File: src/sv/b64d_pkg.sv
// ----------------------------------------------------------------------------
// b64d_pkg
// Shared types, character codes and the alphabet lookup for the Base64
// decoder.
// ----------------------------------------------------------------------------
package b64d_pkg;

  localparam int unsigned CHAR_W  = 8;
  localparam int unsigned DIGIT_W = 6;
  localparam int unsigned LEN_W   = 16;
  localparam int unsigned KIND_W  = 2;

  // Character codes
  localparam logic [CHAR_W-1:0] CH_PLUS  = 8'h2B;
  localparam logic [CHAR_W-1:0] CH_SPACE = 8'h20;
  localparam logic [CHAR_W-1:0] CH_PAD   = 8'h3D;
  localparam logic [CHAR_W-1:0] CH_LF    = 8'h0A;
  localparam logic [CHAR_W-1:0] CH_NUL   = 8'h00;

  // Digit value of '+', used when a leading '+' turns out to be data
  localparam logic [DIGIT_W-1:0] DIGIT_PLUS = 6'd62;

  localparam logic [LEN_W-1:0] LEN_MAX = '1;

  typedef enum logic [KIND_W-1:0] {
    KIND_DATA = 2'd0,
    KIND_DONE = 2'd1,
    KIND_ERR  = 2'd2
  } kind_e;

  // Progress through the optional "+ " prefix
  typedef enum logic [1:0] {
    PH_START = 2'd0,
    PH_PLUS  = 2'd1,
    PH_BODY  = 2'd2
  } phase_e;

  // Results caused by one character: up to three bytes, then done or error
  typedef struct packed {
    logic [2:0][CHAR_W-1:0] bytes;
    logic [1:0]             nbytes;
    logic                   has_tail;
    kind_e                  tail_kind;
    logic [LEN_W-1:0]       length;
  } bundle_t;

  // Returns {valid, value} for one character of the alphabet
  function automatic logic [DIGIT_W:0] digit_lookup(logic [CHAR_W-1:0] c);
    logic [DIGIT_W:0] res;
    res = '0;
    if (c >= 8'h41 && c <= 8'h5A) begin
      res = {1'b1, DIGIT_W'(c - 8'h41)};
    end else if (c >= 8'h61 && c <= 8'h7A) begin
      res = {1'b1, DIGIT_W'(c - 8'h61 + 8'd26)};
    end else if (c >= 8'h30 && c <= 8'h39) begin
      res = {1'b1, DIGIT_W'(c - 8'h30 + 8'd52)};
    end else if (c == CH_PLUS) begin
      res = {1'b1, DIGIT_PLUS};
    end else if (c == 8'h2F) begin
      res = {1'b1, 6'd63};
    end
    return res;
  endfunction

endpackage

File: src/sv/b64d_if.sv
// ----------------------------------------------------------------------------
// b64d_in_if / b64d_out_if
// Valid/ready channels for encoded characters in and decoded results out.
// ----------------------------------------------------------------------------
interface b64d_in_if;
  logic       valid;
  logic       ready;
  logic [7:0] char_code;
  logic       start_req;

  modport source (output valid, output char_code, output start_req, input ready);
  modport sink   (input valid, input char_code, input start_req, output ready);
endinterface

interface b64d_out_if;
  logic        valid;
  logic        ready;
  logic [1:0]  kind;
  logic [7:0]  data_byte;
  logic [15:0] length;
  logic        last;

  modport source (output valid, output kind, output data_byte, output length,
                  output last, input ready);
  modport sink   (input valid, input kind, input data_byte, input length,
                  input last, output ready);
endinterface

File: src/sv/base64_decoder.sv
// ----------------------------------------------------------------------------
// base64_decoder
// Streaming Base64 decoder, one encoded character per input beat.
// ----------------------------------------------------------------------------
// Usage:
//   in_i carries one character per beat; start_req marks the first character
//   of a message and abandons any message in progress. A leading "+ " is
//   skipped. Each character is checked on arrival; a full group of four
//   sends its one to three bytes on out_o as data beats. Newline at a group
//   boundary, NUL there once a group has completed, or '=' in fourth place
//   ends the message with a done beat carrying the byte count (saturating
//   at 65535). A bad character gives one error beat; later characters are
//   dropped until the next start. The last beat of a character has last set.
// Timing:
//   The results of a character are registered into the queue before they
//   show. One character is taken every cycle; results leave one per cycle,
//   while the receiver is ready, from a two-entry queue of per-character
//   result bundles, so a character is stalled only when both entries are
//   occupied. One character yields at most three beats (three bytes, or two
//   bytes and done when '=' ends the group).
// Reset:
//   Clears the queue and leaves the decoder waiting for a start. When the
//   receiver stalls, the head beat holds and the queue fills, then in_i.ready
//   drops.
// ----------------------------------------------------------------------------
module base64_decoder (
  input  logic       clk_i,
  input  logic       rst_ni,
  b64d_in_if.sink    in_i,
  b64d_out_if.source out_o
);
  import b64d_pkg::*;

  // Decoder state
  logic [1:0]                  pos_q, pos_d;
  logic [2:0][DIGIT_W-1:0]     held_q, held_d;
  logic                        pad3_q, pad3_d;
  phase_e                      phase_q, phase_d;
  logic                        first_q, first_d;
  logic                        halted_q, halted_d;
  logic [LEN_W-1:0]            count_q, count_d;

  // Result queue: slot 0 is the head
  bundle_t                     slot0_q, slot1_q, slot0_d, slot1_d;
  logic                        v0_q, v1_q, v0_d, v1_d;
  logic [1:0]                  idx_q, idx_d;

  logic                        in_fire;
  logic                        out_fire;
  logic                        pop;
  logic                        push;
  logic                        take;
  logic                        pad4;
  logic [DIGIT_W:0]            dig;
  logic [LEN_W:0]              sum;
  bundle_t                     bnd;
  logic [2:0]                  head_nres;
  logic                        head_is_data;
  logic [CHAR_W-1:0]           head_byte;

  assign in_fire  = in_i.valid && in_i.ready;
  assign in_i.ready = !v1_q;
  assign dig      = digit_lookup(in_i.char_code);
  assign pad4     = (in_i.char_code == CH_PAD);

  // Character decode: next state and the bundle of results
  always_comb begin
    pos_d    = pos_q;
    held_d   = held_q;
    pad3_d   = pad3_q;
    phase_d  = phase_q;
    first_d  = first_q;
    halted_d = halted_q;
    count_d  = count_q;
    take     = 1'b0;
    sum      = '0;
    bnd      = '0;
    bnd.tail_kind = KIND_DONE;

    // start clears the message
    if (in_i.start_req) begin
      pos_d    = '0;
      held_d   = '0;
      pad3_d   = 1'b0;
      phase_d  = PH_START;
      first_d  = 1'b1;
      count_d  = '0;
      halted_d = 1'b0;
    end

    // optional "+ " prefix
    if (!halted_d) begin
      unique case (phase_d)
        PH_START: begin
          if (in_i.char_code == CH_PLUS) begin
            phase_d = PH_PLUS;
          end else begin
            phase_d = PH_BODY;
            take    = 1'b1;
          end
        end
        PH_PLUS: begin
          phase_d = PH_BODY;
          if (in_i.char_code != CH_SPACE) begin
            held_d[0] = DIGIT_PLUS;
            pos_d     = 2'd1;
            take      = 1'b1;
          end
        end
        default: take = 1'b1;
      endcase
    end

    // group position
    if (take) begin
      unique case (pos_d)
        2'd0: begin
          if (in_i.char_code == CH_LF || (in_i.char_code == CH_NUL && !first_d)) begin
            bnd.has_tail  = 1'b1;
            bnd.tail_kind = KIND_DONE;
            bnd.length    = count_d;
            halted_d      = 1'b1;
          end else if (!dig[DIGIT_W]) begin
            bnd.has_tail  = 1'b1;
            bnd.tail_kind = KIND_ERR;
            halted_d      = 1'b1;
          end else begin
            held_d[0] = dig[DIGIT_W-1:0];
            pos_d     = 2'd1;
          end
        end
        2'd1: begin
          if (!dig[DIGIT_W]) begin
            bnd.has_tail  = 1'b1;
            bnd.tail_kind = KIND_ERR;
            halted_d      = 1'b1;
          end else begin
            held_d[1] = dig[DIGIT_W-1:0];
            pos_d     = 2'd2;
          end
        end
        2'd2: begin
          if (pad4) begin
            pad3_d    = 1'b1;
            held_d[2] = '0;
            pos_d     = 2'd3;
          end else if (!dig[DIGIT_W]) begin
            bnd.has_tail  = 1'b1;
            bnd.tail_kind = KIND_ERR;
            halted_d      = 1'b1;
          end else begin
            pad3_d    = 1'b0;
            held_d[2] = dig[DIGIT_W-1:0];
            pos_d     = 2'd3;
          end
        end
        default: begin
          if (!pad4 && !dig[DIGIT_W]) begin
            bnd.has_tail  = 1'b1;
            bnd.tail_kind = KIND_ERR;
            halted_d      = 1'b1;
          end else begin
            bnd.bytes[0] = {held_d[0], held_d[1][5:4]};
            bnd.bytes[1] = {held_d[1][3:0], held_d[2][5:2]};
            bnd.bytes[2] = {held_d[2][1:0], dig[DIGIT_W-1:0]};
            bnd.nbytes   = pad3_d ? 2'd1 : (pad4 ? 2'd2 : 2'd3);
            sum          = {1'b0, count_d} + (LEN_W+1)'(bnd.nbytes);
            count_d      = sum[LEN_W] ? LEN_MAX : sum[LEN_W-1:0];
            pos_d        = '0;
            pad3_d       = 1'b0;
            first_d      = 1'b0;
            if (pad4) begin
              bnd.has_tail  = 1'b1;
              bnd.tail_kind = KIND_DONE;
              bnd.length    = count_d;
              halted_d      = 1'b1;
            end
          end
        end
      endcase
    end
  end

  // Decoder state registers
  always_ff @(posedge clk_i or negedge rst_ni) begin
    if (!rst_ni) begin
      pos_q    <= '0;
      held_q   <= '0;
      pad3_q   <= 1'b0;
      phase_q  <= PH_START;
      first_q  <= 1'b1;
      halted_q <= 1'b1;
      count_q  <= '0;
    end else if (in_fire) begin
      pos_q    <= pos_d;
      held_q   <= held_d;
      pad3_q   <= pad3_d;
      phase_q  <= phase_d;
      first_q  <= first_d;
      halted_q <= halted_d;
      count_q  <= count_d;
    end
  end

  // Head bundle view
  assign head_nres    = {1'b0, slot0_q.nbytes} + {2'b00, slot0_q.has_tail};
  assign head_is_data = (idx_q < slot0_q.nbytes);

  always_comb begin
    unique case (idx_q)
      2'd0:    head_byte = slot0_q.bytes[0];
      2'd1:    head_byte = slot0_q.bytes[1];
      2'd2:    head_byte = slot0_q.bytes[2];
      default: head_byte = '0;
    endcase
  end

  assign out_o.valid     = v0_q;
  assign out_o.kind      = head_is_data ? KIND_DATA : slot0_q.tail_kind;
  assign out_o.data_byte = head_is_data ? head_byte : '0;
  assign out_o.length    = (!head_is_data && slot0_q.tail_kind == KIND_DONE) ?
                           slot0_q.length : '0;
  assign out_o.last      = ({1'b0, idx_q} + 3'd1 == head_nres);

  assign out_fire = out_o.valid && out_o.ready;
  assign pop      = out_fire && out_o.last;
  assign push     = in_fire && (bnd.nbytes != 2'd0 || bnd.has_tail);

  // Queue next state: pop shifts, push fills the first free slot
  always_comb begin
    slot0_d = slot0_q;
    slot1_d = slot1_q;
    v0_d    = v0_q;
    v1_d    = v1_q;
    idx_d   = idx_q;
    if (pop) begin
      slot0_d = slot1_q;
      v0_d    = v1_q;
      v1_d    = 1'b0;
      idx_d   = '0;
    end else if (out_fire) begin
      idx_d = idx_q + 2'd1;
    end
    if (push) begin
      if (!v0_d) begin
        slot0_d = bnd;
        v0_d    = 1'b1;
      end else begin
        slot1_d = bnd;
        v1_d    = 1'b1;
      end
    end
  end

  // Queue control
  always_ff @(posedge clk_i or negedge rst_ni) begin
    if (!rst_ni) begin
      v0_q  <= 1'b0;
      v1_q  <= 1'b0;
      idx_q <= '0;
    end else begin
      v0_q  <= v0_d;
      v1_q  <= v1_d;
      idx_q <= idx_d;
    end
  end

  // Queue payload
  always_ff @(posedge clk_i) begin
    slot0_q <= slot0_d;
    slot1_q <= slot1_d;
  end

endmodule

File: src/flat_wrapper.sv
// flat-port wrapper written by rule: the top's interface ports become plain ports
module base64_decoder_flat import b64d_pkg::*;
  (clk_i, rst_ni, in_i_valid, in_i_char_code, in_i_start_req, in_i_ready, out_o_valid, out_o_kind, out_o_data_byte, out_o_length, out_o_last, out_o_ready);
  b64d_in_if in_i_i ();
  b64d_out_if out_o_i ();
  input  logic clk_i;
  input  logic rst_ni;
  input wire logic [$bits(in_i_i.valid)-1:0] in_i_valid;
  input wire logic [$bits(in_i_i.char_code)-1:0] in_i_char_code;
  input wire logic [$bits(in_i_i.start_req)-1:0] in_i_start_req;
  output wire logic [$bits(in_i_i.ready)-1:0] in_i_ready;
  output wire logic [$bits(out_o_i.valid)-1:0] out_o_valid;
  output wire logic [$bits(out_o_i.kind)-1:0] out_o_kind;
  output wire logic [$bits(out_o_i.data_byte)-1:0] out_o_data_byte;
  output wire logic [$bits(out_o_i.length)-1:0] out_o_length;
  output wire logic [$bits(out_o_i.last)-1:0] out_o_last;
  input wire logic [$bits(out_o_i.ready)-1:0] out_o_ready;
  assign in_i_i.valid = in_i_valid;
  assign in_i_i.char_code = in_i_char_code;
  assign in_i_i.start_req = in_i_start_req;
  assign in_i_ready = in_i_i.ready;
  assign out_o_valid = out_o_i.valid;
  assign out_o_kind = out_o_i.kind;
  assign out_o_data_byte = out_o_i.data_byte;
  assign out_o_length = out_o_i.length;
  assign out_o_last = out_o_i.last;
  assign out_o_i.ready = out_o_ready;
  base64_decoder u_core (.clk_i(clk_i), .rst_ni(rst_ni), .in_i(in_i_i), .out_o(out_o_i));
endmodule
File: config.mk
export PLATFORM = sky130hd
export DESIGN_NAME = base64_decoder_flat
export DESIGN_NICKNAME = d
export VERILOG_FILES = /design/src/sv/b64d_pkg.sv /design/src/sv/b64d_if.sv /design/src/sv/base64_decoder.sv /design/src/flat_wrapper.sv
export SDC_FILE = /design/constraint.sdc
export NUM_CORES = 1
export LEC_CHECK = 0
export BUFFER_PORTS_ARGS = -buffer_cell sky130_fd_sc_hd__buf_2
export CORE_ASPECT_RATIO = 0.5
export CORE_MARGIN = 2
export CORE_UTILIZATION = 50
export DETAILED_ROUTE_END_ITERATION = 12
export GPL_TIMING_DRIVEN = 0
export HOLD_SLACK_MARGIN = 0.03
export PLACE_DENSITY = 0.67
export REMOVE_ABC_BUFFERS = 1
export SYNTH_ARGS = -nofsm -noshare
export SYNTH_HDL_FRONTEND = slang
export SYNTH_SLANG_ARGS = --single-unit
File: constraint.sdc
create_clock -name clk_i -period 6 [get_ports clk_i]
set_input_delay 0.6 -clock clk_i [delete_from_list [all_inputs] [get_ports clk_i]]
set_output_delay 0.6 -clock clk_i [all_outputs]
set_load 0.02 [all_outputs]
==> run summary <==
Minimum clock period: 4570 ps
Total negative slack: 0 ps
CTS tree: done
Num CTS Buffers: 17
FF+latch count, synth: 135
Layout Cells excl Fill: 1,016
DR iter-0 viols: 628
Final Power: 2.11 mW
R2r worst-path depth: 9
Commonest non-fill, non-tap cell in the layout: nand2_1
Initial antenna violation count: 0
CTS Buffer Depth: 2
Final setup vio count: 0
Final hold vios: 0
H-tree Lvls: 4
Peak VDD IR: 0.000162 V
Hold Path Class: input pin to asynchronous set/reset pin
YS warnings: 0
Total GRT Usage: 0.258
Root buf cell: clkbuf_16
CP most frequent cell: buf_6
CP max stage cell: a21o_1
Worst Skew: 12.3 ps
P&R area growth vs syn: 12.6%
Fillers: 1,346
Cell area after synthesis: 7720 um^2
Worst EP arrival: 4710 ps
Syn_area_per_cell: 9.94 um^2
Chip Width: 180 um
Vias in the first global route: 6,348
RSZ-0062 raised after global routing: false
DP Cell Count: 984
DRC viols: 0
Outcome: completed
Most frequent cells in the layout: nand2_1 (62), nor2_1 (57), dfxtp_1 (45), edfxtp_1 (45), dfrtp_1 (43)
CP Capture Type: register
Largest net degree at the start of global routing: 46
Core Region: 15,300 um^2
EDFF count, synth: 45
CTS Hold Buffers Added: 0
Drt first pass iters: 7
Num ports: 42
Worst EP required: 6140 ps
Final Util: 0.570
Worst-Margin Slew: 1220 ps
Max cap viols: 0
Die area: 16,500 um^2
Sequential area share after synthesis: 0.438
Maximum clock rate: 219 MHz
Ys async rst share: 0.333
Pwr dens: 243 nW/um^2
Critical path class: input pin to register
Final ANT Viol Nets: 0
Pleak: 3.27 nW
Slew Viols, Final: 0
Synthesized instance count: 777
Drt total wl: 21.3 mm
Critical Path, Cell by Cell: buf_2 -> inv_1 -> ha_1 -> and2b_1 -> o211ai_1 -> nand3_1 -> a21o_1 -> and2_1 -> nor3_2 -> buf_8 -> buf_6 -> buf_6
Final period util: 0.762
Post CTS Setup Buffer Count: 0
Layout Nets: 831
Synth unique cells: 84
GR Overflow Total: 0
I/O Buffers: 41
Gpl congestion: 0.899
Worst-path fanout max: 26
Wire per inst: 20.9 um
Initial Util: 0.506
Avg Vias per Cell: 6.50
Worst setup SP type: input pin
Cell row count: 32
Crit-path max cell delay: 740 ps
ANT cells: 0
Clk slew on worst S/H paths: 70 ps
Ys flop type: edfxtp_1
Post-CTS sizing: 0
Global-route wire length before repair: 33.8 mm
Slew HR: 0.181
HPWL Detailed: 14.1 mm
Vias: 6,605
Share of cells above drive strength 1: 0.163
Die height: 91.9 um
Clk_lat worst skew: 430 ps
CTS Sinks: 135
routing by layer:
layer,track usage,share of wire
met1,0.349,0.46
met2,0.419,0.46
met3,0.0552,0.071
met5,0,0
met4,0.0772,0.012
critical path, delay by kind of cell:
kind / cells / cell delay (ps)
simple gates: 4 / 1700
compound gates: 2 / 1110
fa+ha+maj: 1 / 330
buf+inv: 5 / 940
metrics by stage:
stage	hold WS, ps	worst slack [ps]	instance area, um^2
after CTS	446	1500	8690
final	408	1430	8690
after global routing	486	1190	8690
after detailed placement	480	1070	8110
after global placement	472	-5710	7940
after floorplan	304	-2410	7480
cell type report:
cell class              instances  area, um^2  share of cell area
clock buffers                  17         425              0.0489
clock inverters                15         160              0.0184
inverters                      20        75.1             0.00864
multi-input cells             571        4040               0.465
flip-flops and latches        135        3380               0.389
well taps                     204         255              0.0294
repair buffers                 54         353              0.0406
synthesized netlist by cell type (11+ instances only):
cell | instances | area, um^2
nand2_1 | 62 | 233
nor2_1 | 57 | 214
dfxtp_1 | 45 | 901
edfxtp_1 | 45 | 1350
dfrtp_1 | 43 | 1080
mux2i_1 | 39 | 390
and2_1 | 35 | 219
o21ai_0 | 27 | 135
nand3_1 | 24 | 120
a21oi_1 | 22 | 110
o2bb2ai_1 | 22 | 193
buf_2 | 20 | 100
clkbuf_1 | 20 | 75.1
inv_1 | 19 | 71.3
mux2_2 | 19 | 214
ha_1 | 18 | 225
nand4_1 | 18 | 113
nor3_1 | 17 | 85.1
o22ai_1 | 16 | 100
mux2_1 | 13 | 146
nor2b_1 | 13 | 81.3
o211ai_1 | 11 | 82.6
power by group:
group	leakage, nW	switching [mW]	total (mW)	internal (mW)
sequential	1.28	0.00323	0.950	0.947
combinational	1.71	0.0757	0.103	0.0276
clock	0.283	0.471	1.06	0.589
total	3.27	0.550	2.11	1.56
path summary, 6_finish.rpt:
path | start | endpoint | slack (ps)
worst max-delay path | in_i_char_code[0] | u_core.slot1_q[4] | 1430
worst min-delay path | rst_ni | u_core.count_q[13] | 410
worst max register to register | u_core.phase_q[0] | u_core.slot1_q[4] | 2120
worst min register to register | u_core.held_q[10] | u_core.slot0_q[21] | 500
max in group asynchronous | rst_ni | u_core.held_q[14] | 4870
min in group clk_i | in_i_valid | u_core.v1_q | 460
cells by family (layout without fill, tap and decap cells):
logic type      count (synthesis)  after routing  synth area share
xor+xnor                        4              4           0.00454
mux                            71             71            0.0972
buf+inv                        71            106            0.0416
compound gates                195            195             0.189
flops                         135            135             0.438
fa+ha+maj                      19             19            0.0318
simple gates                  282            282             0.198
flip-flops by register name, indices dropped and copies added, names as in the netlist:
register,cells
u_core.pad3_q,1
u_core.pos_q,2
u_core.v1_q,1
u_core.count_q,16
u_core.first_q,1
u_core.idx_q,2
u_core.held_q,18
u_core.out_o.valid,1
u_core.halted_q,1
u_core.slot0_q,45
u_core.slot1_q,45
u_core.phase_q,2
Power figures use the tool's default switching activity.
